--- src/swodo_pkg.sv ---
// ----------------------------------------------------------------------------
// swodo_pkg
// Shared types, constants and helper functions of the swerve odometry core.
// ----------------------------------------------------------------------------
package swodo_pkg;

   localparam int STEER_BITS        = 12;
   localparam int NUM_INPUTS        = 4;
   localparam int NUM_WHEELS_DEF    = 4;
   localparam int POS_FRAC_BITS_DEF = 16;
   localparam int CORDIC_STEPS      = 14;
   localparam int CORDIC_START      = 39797;
   localparam int CSR_IDX_BITS      = 3;
   localparam int CSR_DATA_BITS     = 20;
   localparam int QUEUE_DEPTH       = 2;

   // Register indexes of the configuration port.
   localparam logic [CSR_IDX_BITS-1:0] CSR_SPEED_SCALE = 3'd0;
   localparam logic [CSR_IDX_BITS-1:0] CSR_STEP_TIME   = 3'd1;
   localparam logic [CSR_IDX_BITS-1:0] CSR_INV_STEP    = 3'd2;
   localparam logic [CSR_IDX_BITS-1:0] CSR_HALF_LENGTH = 3'd3;
   localparam logic [CSR_IDX_BITS-1:0] CSR_HALF_WIDTH  = 3'd4;

   localparam logic [15:0] SPEED_SCALE_RST = 16'd9781;
   localparam logic [15:0] STEP_TIME_RST   = 16'd328;
   localparam logic [15:0] INV_STEP_RST    = 16'd200;
   localparam logic [19:0] HALF_LENGTH_RST = 20'd27001;
   localparam logic [19:0] HALF_WIDTH_RST  = 20'd29950;

   typedef struct packed {
      logic signed [15:0]     speed_0;
      logic signed [15:0]     speed_1;
      logic signed [15:0]     speed_2;
      logic signed [15:0]     speed_3;
      logic [STEER_BITS-1:0]  steer_0;
      logic [STEER_BITS-1:0]  steer_1;
      logic [STEER_BITS-1:0]  steer_2;
      logic [STEER_BITS-1:0]  steer_3;
      logic signed [15:0]     yaw_sample;
   } req_type;

   typedef struct packed {
      logic signed [31:0] pos_x;
      logic signed [31:0] pos_y;
      logic signed [31:0] vel_x;
      logic signed [31:0] vel_y;
      logic signed [15:0] yaw_out;
      logic signed [31:0] angular_rate;
   } rsp_type;

   typedef struct packed {
      logic [15:0] speed_scale;
      logic [15:0] step_time;
      logic [15:0] inverse_step_time;
      logic [19:0] half_length;
      logic [19:0] half_width;
   } cfg_type;

   // One classified tick handed from the front to the back.
   typedef struct packed {
      logic [NUM_INPUTS-1:0][15:0] speed;
      logic [NUM_INPUTS-1:0][15:0] head;
      logic [15:0]                 yaw_rel;
      logic signed [31:0]          rate;
      logic                        first;
   } job_type;

   function automatic logic [13:0] atan_entry(input logic [3:0] step);
      logic [13:0] v;
      case (step)
         4'd0:    v = 14'd8192;
         4'd1:    v = 14'd4836;
         4'd2:    v = 14'd2555;
         4'd3:    v = 14'd1297;
         4'd4:    v = 14'd651;
         4'd5:    v = 14'd326;
         4'd6:    v = 14'd163;
         4'd7:    v = 14'd81;
         4'd8:    v = 14'd41;
         4'd9:    v = 14'd20;
         4'd10:   v = 14'd10;
         4'd11:   v = 14'd5;
         4'd12:   v = 14'd3;
         4'd13:   v = 14'd1;
         default: v = 14'd0;
      endcase
      return v;
   endfunction

   function automatic logic signed [31:0] sat32(input logic signed [63:0] v);
      logic signed [31:0] r;
      if (v > 64'sd2147483647) begin
         r = 32'sh7FFFFFFF;
      end else if (v < -64'sd2147483648) begin
         r = 32'sh80000000;
      end else begin
         r = v[31:0];
      end
      return r;
   endfunction

endpackage

--- src/swodo_front.sv ---
// ----------------------------------------------------------------------------
// swodo_front
// Accepts ticks, tracks the yaw offset and computes headings and yaw rate.
// ----------------------------------------------------------------------------
module swodo_front (
   input  logic              clock,
   input  logic              reset,
   input  logic              req_valid,
   output logic              req_ready,
   input  swodo_pkg::req_type req_data,
   input  swodo_pkg::cfg_type cfg,
   input  logic              queue_full,
   output logic              push,
   output swodo_pkg::job_type job
);
   import swodo_pkg::*;

   localparam logic [STEER_BITS-1:0] STEER_MID = STEER_BITS'(1) << (STEER_BITS - 1);

   logic                    taken_ff, taken_in;
   logic [15:0]             offset_ff, offset_in;
   logic [15:0]             prev_ff, prev_in;
   logic [15:0]             yaw_base;
   logic [15:0]             yaw_rel;
   logic signed [15:0]      dyaw;
   logic signed [32:0]      rate_full;
   logic [NUM_INPUTS-1:0][STEER_BITS-1:0] codes;
   logic [NUM_INPUTS-1:0][15:0] heads;

   assign req_ready = !queue_full;
   assign push      = req_valid && req_ready;

   assign yaw_base  = taken_ff ? offset_ff : req_data.yaw_sample;
   assign yaw_rel   = req_data.yaw_sample - yaw_base;
   assign dyaw      = $signed(yaw_rel - prev_ff);
   assign rate_full = dyaw * $signed({1'b0, cfg.inverse_step_time});

   assign codes[0] = req_data.steer_0;
   assign codes[1] = req_data.steer_1;
   assign codes[2] = req_data.steer_2;
   assign codes[3] = req_data.steer_3;

   always_comb begin
      for (int i = 0; i < NUM_INPUTS; i++) begin
         heads[i] = (16'(codes[i] - STEER_MID) << (16 - STEER_BITS)) + yaw_rel;
      end
   end

   always_comb begin
      job.speed[0] = req_data.speed_0;
      job.speed[1] = req_data.speed_1;
      job.speed[2] = req_data.speed_2;
      job.speed[3] = req_data.speed_3;
      job.head     = heads;
      job.yaw_rel  = yaw_rel;
      job.rate     = rate_full[31:0];
      job.first    = !taken_ff;
   end

   always_comb begin
      taken_in  = taken_ff;
      offset_in = offset_ff;
      prev_in   = prev_ff;
      if (push) begin
         taken_in  = 1'b1;
         offset_in = yaw_base;
         prev_in   = yaw_rel;
      end
   end

   always_ff @(posedge clock) begin
      if (reset) begin
         taken_ff  <= 1'b0;
         offset_ff <= '0;
         prev_ff   <= '0;
      end else begin
         taken_ff  <= taken_in;
         offset_ff <= offset_in;
         prev_ff   <= prev_in;
      end
   end

endmodule

--- config.mk ---
export PLATFORM = sky130hd
export DESIGN_NAME = swodo_front
export DESIGN_NICKNAME = d
export VERILOG_FILES = /design/src/swodo_pkg.sv /design/src/swodo_front.sv
export SDC_FILE = /design/constraint.sdc
export NUM_CORES = 1
export LEC_CHECK = 0
export BUFFER_PORTS_ARGS = -buffer_cell sky130_fd_sc_hd__buf_2
export CAP_MARGIN = 20
export CORE_UTILIZATION = 35
export DETAILED_ROUTE_END_ITERATION = 6
export GPL_ROUTABILITY_DRIVEN = 0
export GPL_TIMING_DRIVEN = 0
export SLEW_MARGIN = 0
export SYNTH_ARGS = -nofsm -noshare
export SYNTH_HDL_FRONTEND = slang
export SYNTH_SLANG_ARGS = --single-unit
--- constraint.sdc ---
create_clock -name clock -period 16.5 [get_ports clock]
set_input_delay 3.3 -clock clock [delete_from_list [all_inputs] [get_ports clock]]
set_output_delay 3.3 -clock clock [all_outputs]
set_load 0.02 [all_outputs]
==> flow_summary.ini <==
[outcome]
status = finished, final reports clean

[synthesis]
syn_nets = 2238
synth-edff-count = 0
ys.flop_type = dfxtp_1
syn_inst = 1626
ys_seq_elements = 33
synth.distinct_cells = 61
postSynthAreaPerCell_um2 = 8.343
syn_area_um2 = 13570
postSynth.asyncResetShare = 0
yosys_warnings = 0
yosysSeqAreaShare = 0.04870

[flow_run]
cap_violations = 0

[route]
dr.pass1.iters = 5
wirelength_mm = 39.10
drc_errors = 0
vias = 11784
drt_iter0_markers = 469
wl_per_cell_um = 16.12
ant_nets = 0
via_per_inst = 4.859

[layout]
nNetsFinal = 2525
syn_to_final_growth_pct = 19.52
diodes = 0
drive_above_1_share = 0.2335
mostFrequentLayoutCell = inv_1
filler_cell_count = 3865
final_cell_mix = inv_1 (292), buf_2 (262), fa_1 (198)

[floorplanning]
rows = 71
initial_core_util = 0.3576
fp.dieH_um = 198.9
num_io_pins = 399
coreArea_um2 = 37930
die_width_um = 198.9
dieArea_um2 = 39550

[timing]
finalHoldViolCount = 0
fin_crit_ps = 16280
setup_viol = 0
rsz0062_at_grt = true
fin_tns_setup_ps = 0
skew_ps = 2.745
fmax_mhz = 61.43
fin_crit_sh = 0.9867
finalMaxSlewViolations = 0
max-slew-margin-rel = 0.3645
tightestPinTransition_ps = 945.1

[critical_path]
critPathMaxStageDelay_ps = 580
worstSetupEndpointType = output port
rr_startpoint = taken_ff$_SDFFE_PP0P_
rrSetupSlack_ps = 12470
r2r_end = prev_ff[12]$_SDFFE_PP0P_
critPathRequiredTime_ps = 13200
ff2ff_path_depth = 16
crit_path_max_fanout = 6
start_kind = primary input
cp.arrival_ps = 12980
critPathMostFrequentCell = fa_1
critPathKind = primary input to output port
crit_slowest_cell = fa_1

[clock_tree]
cts_hold_buf = 0
ctsLongestPathBuffers = 2
clk_pin_slew_ps = 60
cts_sinks = 33
clock_latency_ps = 280
cts_buffers = 5
root_buffer = clkbuf_16
cts_tree = yes
cts_htree_levels = 2

[grt]
overflow = 0
grt_pass1_wl_mm = 61.49
grtUsageTotal = 0.1986
first_global_vias = 12055
grt_max_degree = 13
antenna_found_initial = 1

[hold_path]
hp-start = prev_ff[6]$_SDFFE_PP0P_
min_path_type = flop to flop
worstHoldEndpoint = prev_ff[6]$_SDFFE_PP0P_
hold_depth = 2

[place]
numPortBuffers = 262
dp_hpwl_mm = 32.92
## logic make-up after synthesis
logic type	Yosys count	share of synthesized area
DFF	33	0.04870
AOI/OAI and AO/OA	219	0.1047
adders and majority gates	392	0.4722
and+or+nand+nor	449	0.1588
muxes	15	0.01107
xor gates and xnor gates	100	0.06650
buffers and inverters	418	0.1380
## per-layer routing
metal,track usage,wire [um],part of all wire,vias up
met5,0,12,0.00031,-
met2,0.3465,19130,0.49,396
met4,0.06239,1163,0.030,2
met3,0.03764,2586,0.066,70
li1,-,-,-,5640
met1,0.2454,16200,0.41,5676
## timing repair
| action | in CTS | in global routing |
|---|---|---|
| cloned | 0 | 0 |
| resized for setup | 37 | 48 |
| hold endpoints to repair | 0 | 0 |
| pin swaps | 11 | 15 |
| endpoints found under the setup margin | 17 | 9 |
| setup buffers | 7 | 8 |
## metrics by stage
stage	utilization	hold WS [ps]	setup WS [ps]	cell area [um^2]	instances
after floorplan	-	436.3	548.6	13570	1626
after global placement	0.4090	442.1	-1323	15520	2399
after detailed placement	0.4103	449.0	-1377	15560	2403
after CTS	0.4217	457.2	12.94	16000	2417
after global routing	0.4274	471.5	-46.58	16210	2425
final	0.4274	456.4	220.2	16210	2425
## cell usage after synthesis (all sizes together) (14+ instances only)
cell type	n	share of area
xnor2	75	0.048
a21oi	83	0.031
nand2	190	0.053
clkbuf	37	0.010
nor3	18	0.0066
xor2	25	0.018
mux2i	15	0.011
nor2	65	0.018
o21ai	29	0.011
nor2b	28	0.013
and2	87	0.040
a21o	25	0.014
inv	293	0.081
a211oi	22	0.013
dfxtp	33	0.049
ha	192	0.18
fa	200	0.30
o21bai	14	0.0077
nand3	18	0.0066
buf	88	0.047
## sequential cells by signal, summed over array words and instances, names as in the netlist
signal,count
prev_ff,16
taken_ff,1
offset_ff,16
## critical path: cells and delay by family
kind	cells	cell delay, ps
AO/OA/AOI/OAI	14	2990
XOR/XNOR	2	240
adder cells (fa/ha/maj)	10	4120
buffers and inverters	5	560
AND/OR/NAND/NOR	7	1740
## worst max path at each step
stage / cells past startpoint / endpoint / slack [ps] / from
after floorplan: 40 / job[31] / 550 / req_data[0]
after global placement: 40 / job[31] / -1320 / req_data[0]
after detailed placement: 40 / job[31] / -1380 / req_data[0]
after CTS: 38 / job[31] / 10 / req_data[0]
after global routing: 38 / job[31] / -50 / req_data[0]
final: 38 / job[31] / 220 / req_data[0]
## area by class of cell
type | instances | area (um^2) | area share
buffer | 124 | 783.3 | 0.04831
clock buffer | 5 | 125.1 | 0.007717
clock inverter | 3 | 46.29 | 0.002855
inverter | 293 | 1100 | 0.06783
multi-input combinational | 1175 | 11390 | 0.7026
sequential | 33 | 660.6 | 0.04075
tap | 511 | 639.4 | 0.03944
timing repair buffer | 281 | 1468 | 0.09052
Power is left out: the tool's default activity adds up to more than one toggle a clock period on the data nets, which glitch-free logic cannot reach.
