==> src/swodo_pkg.sv <==
// ----------------------------------------------------------------------------
// swodo_pkg
// Shared types, constants and helper functions of the swerve odometry core.
// ----------------------------------------------------------------------------
package swodo_pkg;

   localparam int STEER_BITS        = 12;
   localparam int NUM_INPUTS        = 4;
   localparam int NUM_WHEELS_DEF    = 4;
   localparam int POS_FRAC_BITS_DEF = 16;
   localparam int CORDIC_STEPS      = 14;
   localparam int CORDIC_START      = 39797;
   localparam int CSR_IDX_BITS      = 3;
   localparam int CSR_DATA_BITS     = 20;
   localparam int QUEUE_DEPTH       = 2;

   // Register indexes of the configuration port.
   localparam logic [CSR_IDX_BITS-1:0] CSR_SPEED_SCALE = 3'd0;
   localparam logic [CSR_IDX_BITS-1:0] CSR_STEP_TIME   = 3'd1;
   localparam logic [CSR_IDX_BITS-1:0] CSR_INV_STEP    = 3'd2;
   localparam logic [CSR_IDX_BITS-1:0] CSR_HALF_LENGTH = 3'd3;
   localparam logic [CSR_IDX_BITS-1:0] CSR_HALF_WIDTH  = 3'd4;

   localparam logic [15:0] SPEED_SCALE_RST = 16'd9781;
   localparam logic [15:0] STEP_TIME_RST   = 16'd328;
   localparam logic [15:0] INV_STEP_RST    = 16'd200;
   localparam logic [19:0] HALF_LENGTH_RST = 20'd27001;
   localparam logic [19:0] HALF_WIDTH_RST  = 20'd29950;

   typedef struct packed {
      logic signed [15:0]     speed_0;
      logic signed [15:0]     speed_1;
      logic signed [15:0]     speed_2;
      logic signed [15:0]     speed_3;
      logic [STEER_BITS-1:0]  steer_0;
      logic [STEER_BITS-1:0]  steer_1;
      logic [STEER_BITS-1:0]  steer_2;
      logic [STEER_BITS-1:0]  steer_3;
      logic signed [15:0]     yaw_sample;
   } req_type;

   typedef struct packed {
      logic signed [31:0] pos_x;
      logic signed [31:0] pos_y;
      logic signed [31:0] vel_x;
      logic signed [31:0] vel_y;
      logic signed [15:0] yaw_out;
      logic signed [31:0] angular_rate;
   } rsp_type;

   typedef struct packed {
      logic [15:0] speed_scale;
      logic [15:0] step_time;
      logic [15:0] inverse_step_time;
      logic [19:0] half_length;
      logic [19:0] half_width;
   } cfg_type;

   // One classified tick handed from the front to the back.
   typedef struct packed {
      logic [NUM_INPUTS-1:0][15:0] speed;
      logic [NUM_INPUTS-1:0][15:0] head;
      logic [15:0]                 yaw_rel;
      logic signed [31:0]          rate;
      logic                        first;
   } job_type;

   function automatic logic [13:0] atan_entry(input logic [3:0] step);
      logic [13:0] v;
      case (step)
         4'd0:    v = 14'd8192;
         4'd1:    v = 14'd4836;
         4'd2:    v = 14'd2555;
         4'd3:    v = 14'd1297;
         4'd4:    v = 14'd651;
         4'd5:    v = 14'd326;
         4'd6:    v = 14'd163;
         4'd7:    v = 14'd81;
         4'd8:    v = 14'd41;
         4'd9:    v = 14'd20;
         4'd10:   v = 14'd10;
         4'd11:   v = 14'd5;
         4'd12:   v = 14'd3;
         4'd13:   v = 14'd1;
         default: v = 14'd0;
      endcase
      return v;
   endfunction

   function automatic logic signed [31:0] sat32(input logic signed [63:0] v);
      logic signed [31:0] r;
      if (v > 64'sd2147483647) begin
         r = 32'sh7FFFFFFF;
      end else if (v < -64'sd2147483648) begin
         r = 32'sh80000000;
      end else begin
         r = v[31:0];
      end
      return r;
   endfunction

endpackage

==> src/swodo_queue.sv <==
// ----------------------------------------------------------------------------
// swodo_queue
// Short queue of classified ticks between the front and the back.
// ----------------------------------------------------------------------------
module swodo_queue (
   input  logic               clock,
   input  logic               reset,
   input  logic               push,
   input  swodo_pkg::job_type push_data,
   input  logic               pop,
   output logic               full,
   output logic               empty,
   output swodo_pkg::job_type pop_data
);
   import swodo_pkg::*;

   localparam int PW = $clog2(QUEUE_DEPTH);

   job_type          mem_ff [QUEUE_DEPTH];
   logic [PW-1:0]    wr_ff, wr_in;
   logic [PW-1:0]    rd_ff, rd_in;
   logic [PW:0]      cnt_ff, cnt_in;

   assign full     = cnt_ff == (PW+1)'(QUEUE_DEPTH);
   assign empty    = cnt_ff == '0;
   assign pop_data = mem_ff[rd_ff];

   always_comb begin
      wr_in  = push ? PW'(wr_ff + 1'b1) : wr_ff;
      rd_in  = pop ? PW'(rd_ff + 1'b1) : rd_ff;
      cnt_in = cnt_ff + (PW+1)'(push) - (PW+1)'(pop);
   end

   always_ff @(posedge clock) begin
      if (push) begin
         mem_ff[wr_ff] <= push_data;
      end
   end

   always_ff @(posedge clock) begin
      if (reset) begin
         wr_ff  <= '0;
         rd_ff  <= '0;
         cnt_ff <= '0;
      end else begin
         wr_ff  <= wr_in;
         rd_ff  <= rd_in;
         cnt_ff <= cnt_in;
      end
   end

endmodule

==> config.mk <==
export PLATFORM = sky130hd
export DESIGN_NAME = swodo_queue
export DESIGN_NICKNAME = d
export VERILOG_FILES = /design/src/swodo_pkg.sv /design/src/swodo_queue.sv
export SDC_FILE = /design/constraint.sdc
export NUM_CORES = 1
export LEC_CHECK = 0
export BUFFER_PORTS_ARGS = -buffer_cell sky130_fd_sc_hd__buf_4
export CAP_MARGIN = 20
export CORE_ASPECT_RATIO = 0.8
export CORE_MARGIN = 2
export CORE_UTILIZATION = 54
export CTS_BUF_LIST = sky130_fd_sc_hd__clkbuf_4 sky130_fd_sc_hd__clkbuf_8
export DETAILED_ROUTE_END_ITERATION = 6
export HOLD_SLACK_MARGIN = 0.08
export PLACE_DENSITY = 0.82
export SLEW_MARGIN = 40
export SYNTH_ARGS = -nofsm -noshare
export SYNTH_HDL_FRONTEND = slang
export SYNTH_SLANG_ARGS = --single-unit
export TNS_END_PERCENT = 50
==> constraint.sdc <==
create_clock -name clock -period 14.6 [get_ports clock]
set_clock_uncertainty 0.2 [all_clocks]
set_input_delay 2.92 -clock clock [delete_from_list [all_inputs] [get_ports clock]]
set_output_delay 2.92 -clock clock [all_outputs]
set_load 0.01 [all_outputs]
==> results.md <==
- The flow ran to the end, and the final reports show no timing, DRC or antenna violations.
- In the post-synthesis netlist, the biggest area contributors are sky130_fd_sc_hd__edfxtp_1 79%, sky130_fd_sc_hd__mux2_4 14%, sky130_fd_sc_hd__mux2_2 3.9%, sky130_fd_sc_hd__buf_6 1.3%, sky130_fd_sc_hd__dfxtp_1 0.74%.
- In the final design database the tool counted 1157 nets.
- The analysis attributes to cell leakage a power of 6.907 nW.
- The number of iterations in the first detailed-routing pass is 5.
- The highest metal layer carrying signal wires in the routed design is met4.
- The total count of hold-check failures in the final report came to 0.
- The class of the tightest hold or removal check is flip-flop to flip-flop.
- The actual transition at the worst max-transition pin is 0.8398 ns.
- The number of sinks handled by clock tree synthesis is 359.
- The total congestion overflow after global routing is 0.
- The total area inside the core boundary comes to 0.02450 mm².
- Post-CTS timing repair inserted 0 buffers for setup.
- The count of final max-slew check failures is 0.
- The clock tree from TritonCTS is built.
- Leaving out fill and tap cells, the most frequent cell in the layout is sky130_fd_sc_hd__buf_4.
- The unique cell type count in the Yosys netlist is 13.
- The worst hold path terminates at rd_ff.
- Setup repair after global routing left no endpoint under its margin.
- Gates resized during post-CTS repair numbered 0.
- The floorplan row count is 51.
- The starting density of the core is 55.21%.
- The detailed-route wire length is 27960 µm.
- Setup violations remaining at the end of the flow were counted as 0.
- The largest individual stage delay along the critical path comes from the cell sky130_fd_sc_hd__buf_4.
- The number of antenna violations at the first check in global routing is 0.
- The number of buffers and inverters on the critical path is 3.
- Dividing the detail-routed wire length by the instance count gives 21.03 µm.
- The die is 181.0 µm wide.
- Buffers inserted to repair hold after CTS numbered 0.
- The sequential share of power is 52.8%.
- The finished cells cover 0.01755 mm².
- The cell depth of the worst hold path is 2.
- Headroom to the max-slew limit came out at 44.01%.
- The first global-routing pass estimated 41440 µm of wire.
- The count of buffers from port buffering is 359.
- The cell at the root of the clock tree is sky130_fd_sc_hd__clkbuf_8.
- In this run the critical register-to-register path is captured at mem_ff[0][57].
- Hold timing on the final database bottoms out at a slack of 0.3337 ns.
- The highest cell delay on the worst timing path is 0.73 ns.
- The worst ir drop on vdd is 0.1134 mV.
- The combinational fraction of design power is 14.0%.
- For the worst setup path, the data arrival time is 3.05 ns.
- The cell area after technology mapping is 0.01353 mm².
- Across the run, the number of max-cap violations was 0.
- In the final routing, the length of wire on met1 measures 10690 µm.
- The maximum operating frequency is 162.0 MHz.
- The number of instances in the synthesized netlist is 572.
- The critical path is of the flip-flop to output port type.
- In this run, the number of DRC markers left after iteration 0 of detailed routing was 482.
- The minimum setup slack among reg-to-reg paths is 12.52 ns.
- The element type at the critical path end is an output port.
- The H-tree generated during clock tree synthesis spans 2 levels.
- The detail route stage leaves a number of antenna-violating nets equal to 0.
- The fraction of the cycle the final worst path needs is 42.28%.
- Relative to the synthesized area, the layout overhead comes to 29.76%.
- The switching part of the total is 22.06%.
- The family with the most delay on the worst path is buffers and inverters.
- Clock-pin slew was measured on the worst setup and hold paths at 0.06 ns.
- STA classifies the critical path startpoint as a flip-flop.
- The net count after synthesis is 755.
- The detailed-placement wirelength estimate is 19520 µm.
- The biggest area consumer among synthesized cells is sky130_fd_sc_hd__edfxtp_1.
- In this run the critical register-to-register path is launched from wr_ff.
- Routability-driven placement finished with a final weighted congestion of 0.7641.
- In this run the power density over the cells is 132.0 mW/mm².
- The register bit count reported by yosys is 359.
- STA puts the critical path data required time at 11.48 ns.
- The smallest clock period supported by the final layout is computed as 6.173 ns.
- The full die area is 0.02634 mm².
- The number of global-route vias before repair is 7184.
- Entering global routing, the biggest net connects 84 pins.
- Summed over all nets, wire length on met3 after detailed routing comes to 2874 µm.
- Counting cells, the worst reg-to-reg path comes to 3.
- The height of the die is 145.6 µm.
- The number of antenna diodes in the final layout is 0.
- Global routing used 20.79% of the available tracks across all layers.
- The number of DRC violations after detailed routing is 0.
- Summed over its instances, the top area cell type makes up 78.58% of the synthesized netlist area.
- For this run, the number of Yosys warnings is 0.
- The clock reaches the later pin of the worst-skew pair after 0.55 ns.
- The placed instances occupy a cell area of 0.01654 mm².
- The signal on the critical path passes through buf_6 > buf_4 > mux2_2 > buf_4.
- The maximum number of buffers from clock root to sink is 3.
- The worst-path maximum fanout is 58.
- The total number of vias is 6893.
- Setup total negative slack on the finished layout was measured at 0 ns.
- Of the synthesized area, sequential elements account for 79.32%.
- The internal power of the cells totals 1.807 mW.
- The fraction of final layout cells with drive strength greater than 1 is 62.35%.
- In the layout the commonest cells are 360 x sky130_fd_sc_hd__buf_4, 354 x sky130_fd_sc_hd__edfxtp_1, 130 x sky130_fd_sc_hd__mux2_4.
- The startpoint identified for the worst hold timing path is rd_ff.
- The routed design uses 13610 µm of met2 wire.
- The reported net switching power is 0.5114 mW.
- The share of total power in the clock network is 33.1%.
- The average instance area after synthesis is 23.65 µm².
- The cell repeated most along the worst path is sky130_fd_sc_hd__buf_4.
- The number of vias per cell is 5.183.
- In this run the count of I/O pins placed on the die edge is 360.
- Buffers inserted during clock tree synthesis total 52.
power by group through the flow:
| stage | combinational [mW] | clock, mW | sequential (mW) |
|---|---|---|---|
| 3_3_place_gp | 0.319 | 0 | 1.24 |
| 4_1_cts | 0.329 | 0.790 | 1.23 |
| 6_report | 0.325 | 0.768 | 1.22 |
| 5_1_grt | 0.343 | 0.836 | 1.23 |
| 2_1_floorplan | 0.175 | 0 | 1.25 |
| 3_5_place_dp | 0.327 | 0 | 1.25 |
synthesized netlist by cell type:
library cell / n
sky130_fd_sc_hd__dfxtp_1: 5
sky130_fd_sc_hd__ha_1: 2
sky130_fd_sc_hd__mux2_2: 47
sky130_fd_sc_hd__buf_6: 16
sky130_fd_sc_hd__inv_1: 2
sky130_fd_sc_hd__and2_1: 1
sky130_fd_sc_hd__xnor2_1: 2
sky130_fd_sc_hd__buf_2: 4
sky130_fd_sc_hd__edfxtp_1: 354
sky130_fd_sc_hd__nor2b_1: 3
sky130_fd_sc_hd__mux2_4: 130
sky130_fd_sc_hd__xnor3_1: 1
sky130_fd_sc_hd__nor2_1: 5
cells by family after synthesis:
logic type	share of synthesized area, %
muxes	18.34
buffers and inverters	1.535
DFF	79.32
adders and majority gates	0.1850
xor gates and xnor gates	0.2960
and+or+nand+nor	0.3238
sequential cells by signal, summed over array words and instances (netlist names), named ones only:
register	count
mem_ff	354
wr_ff	1
rd_ff	1
cnt_ff	2
stage by stage:
step	cells	total power [mW]	utilization, %	setup WS [ns]
final	1330	2.318	71.64	8.427
after global routing	1330	2.409	71.64	8.245
after CTS	1330	2.344	71.64	8.338
after detailed placement	1238	1.574	67.50	8.947
after global placement	1236	1.562	67.28	8.776
after floorplan	572	1.427	-	3.101
routing by layer:
metal	up-vias	global-route usage, %
li1	3080	-
met1	3388	26.15
met2	360	34.42
met3	65	6.682
met4	0	7.154
met5	-	0
worst register-to-register path, cell delays in order (launching register included):
cell                      delay [ns]
sky130_fd_sc_hd__dfxtp_1        0.35
sky130_fd_sc_hd__nor2b_4        0.34
sky130_fd_sc_hd__buf_8          0.21
sky130_fd_sc_hd__buf_6          0.52
area by class of cell:
cell class                      instances  area, µm²
Fill cell                            1472       6949
Inverter                                2      7.507
Timing Repair Buffer                  368       2800
Sequential cell                       359      10730
Clock inverter                         16      93.84
Tap cell                              318      397.9
Multi-Input combinational cell        191       2600
Clock buffer                           76      920.9
worst max path at each step:
stage | to | slack (ns) | depth (start not counted)
final | pop_data[3] | 8.43 | 4
after global routing | pop_data[170] | 8.24 | 4
after CTS | pop_data[3] | 8.34 | 4
after detailed placement | pop_data[3] | 8.95 | 4
after global placement | pop_data[5] | 8.78 | 4
after floorplan | mem_ff[0][0] | 3.10 | 1
Power figures use the tool's default switching activity.
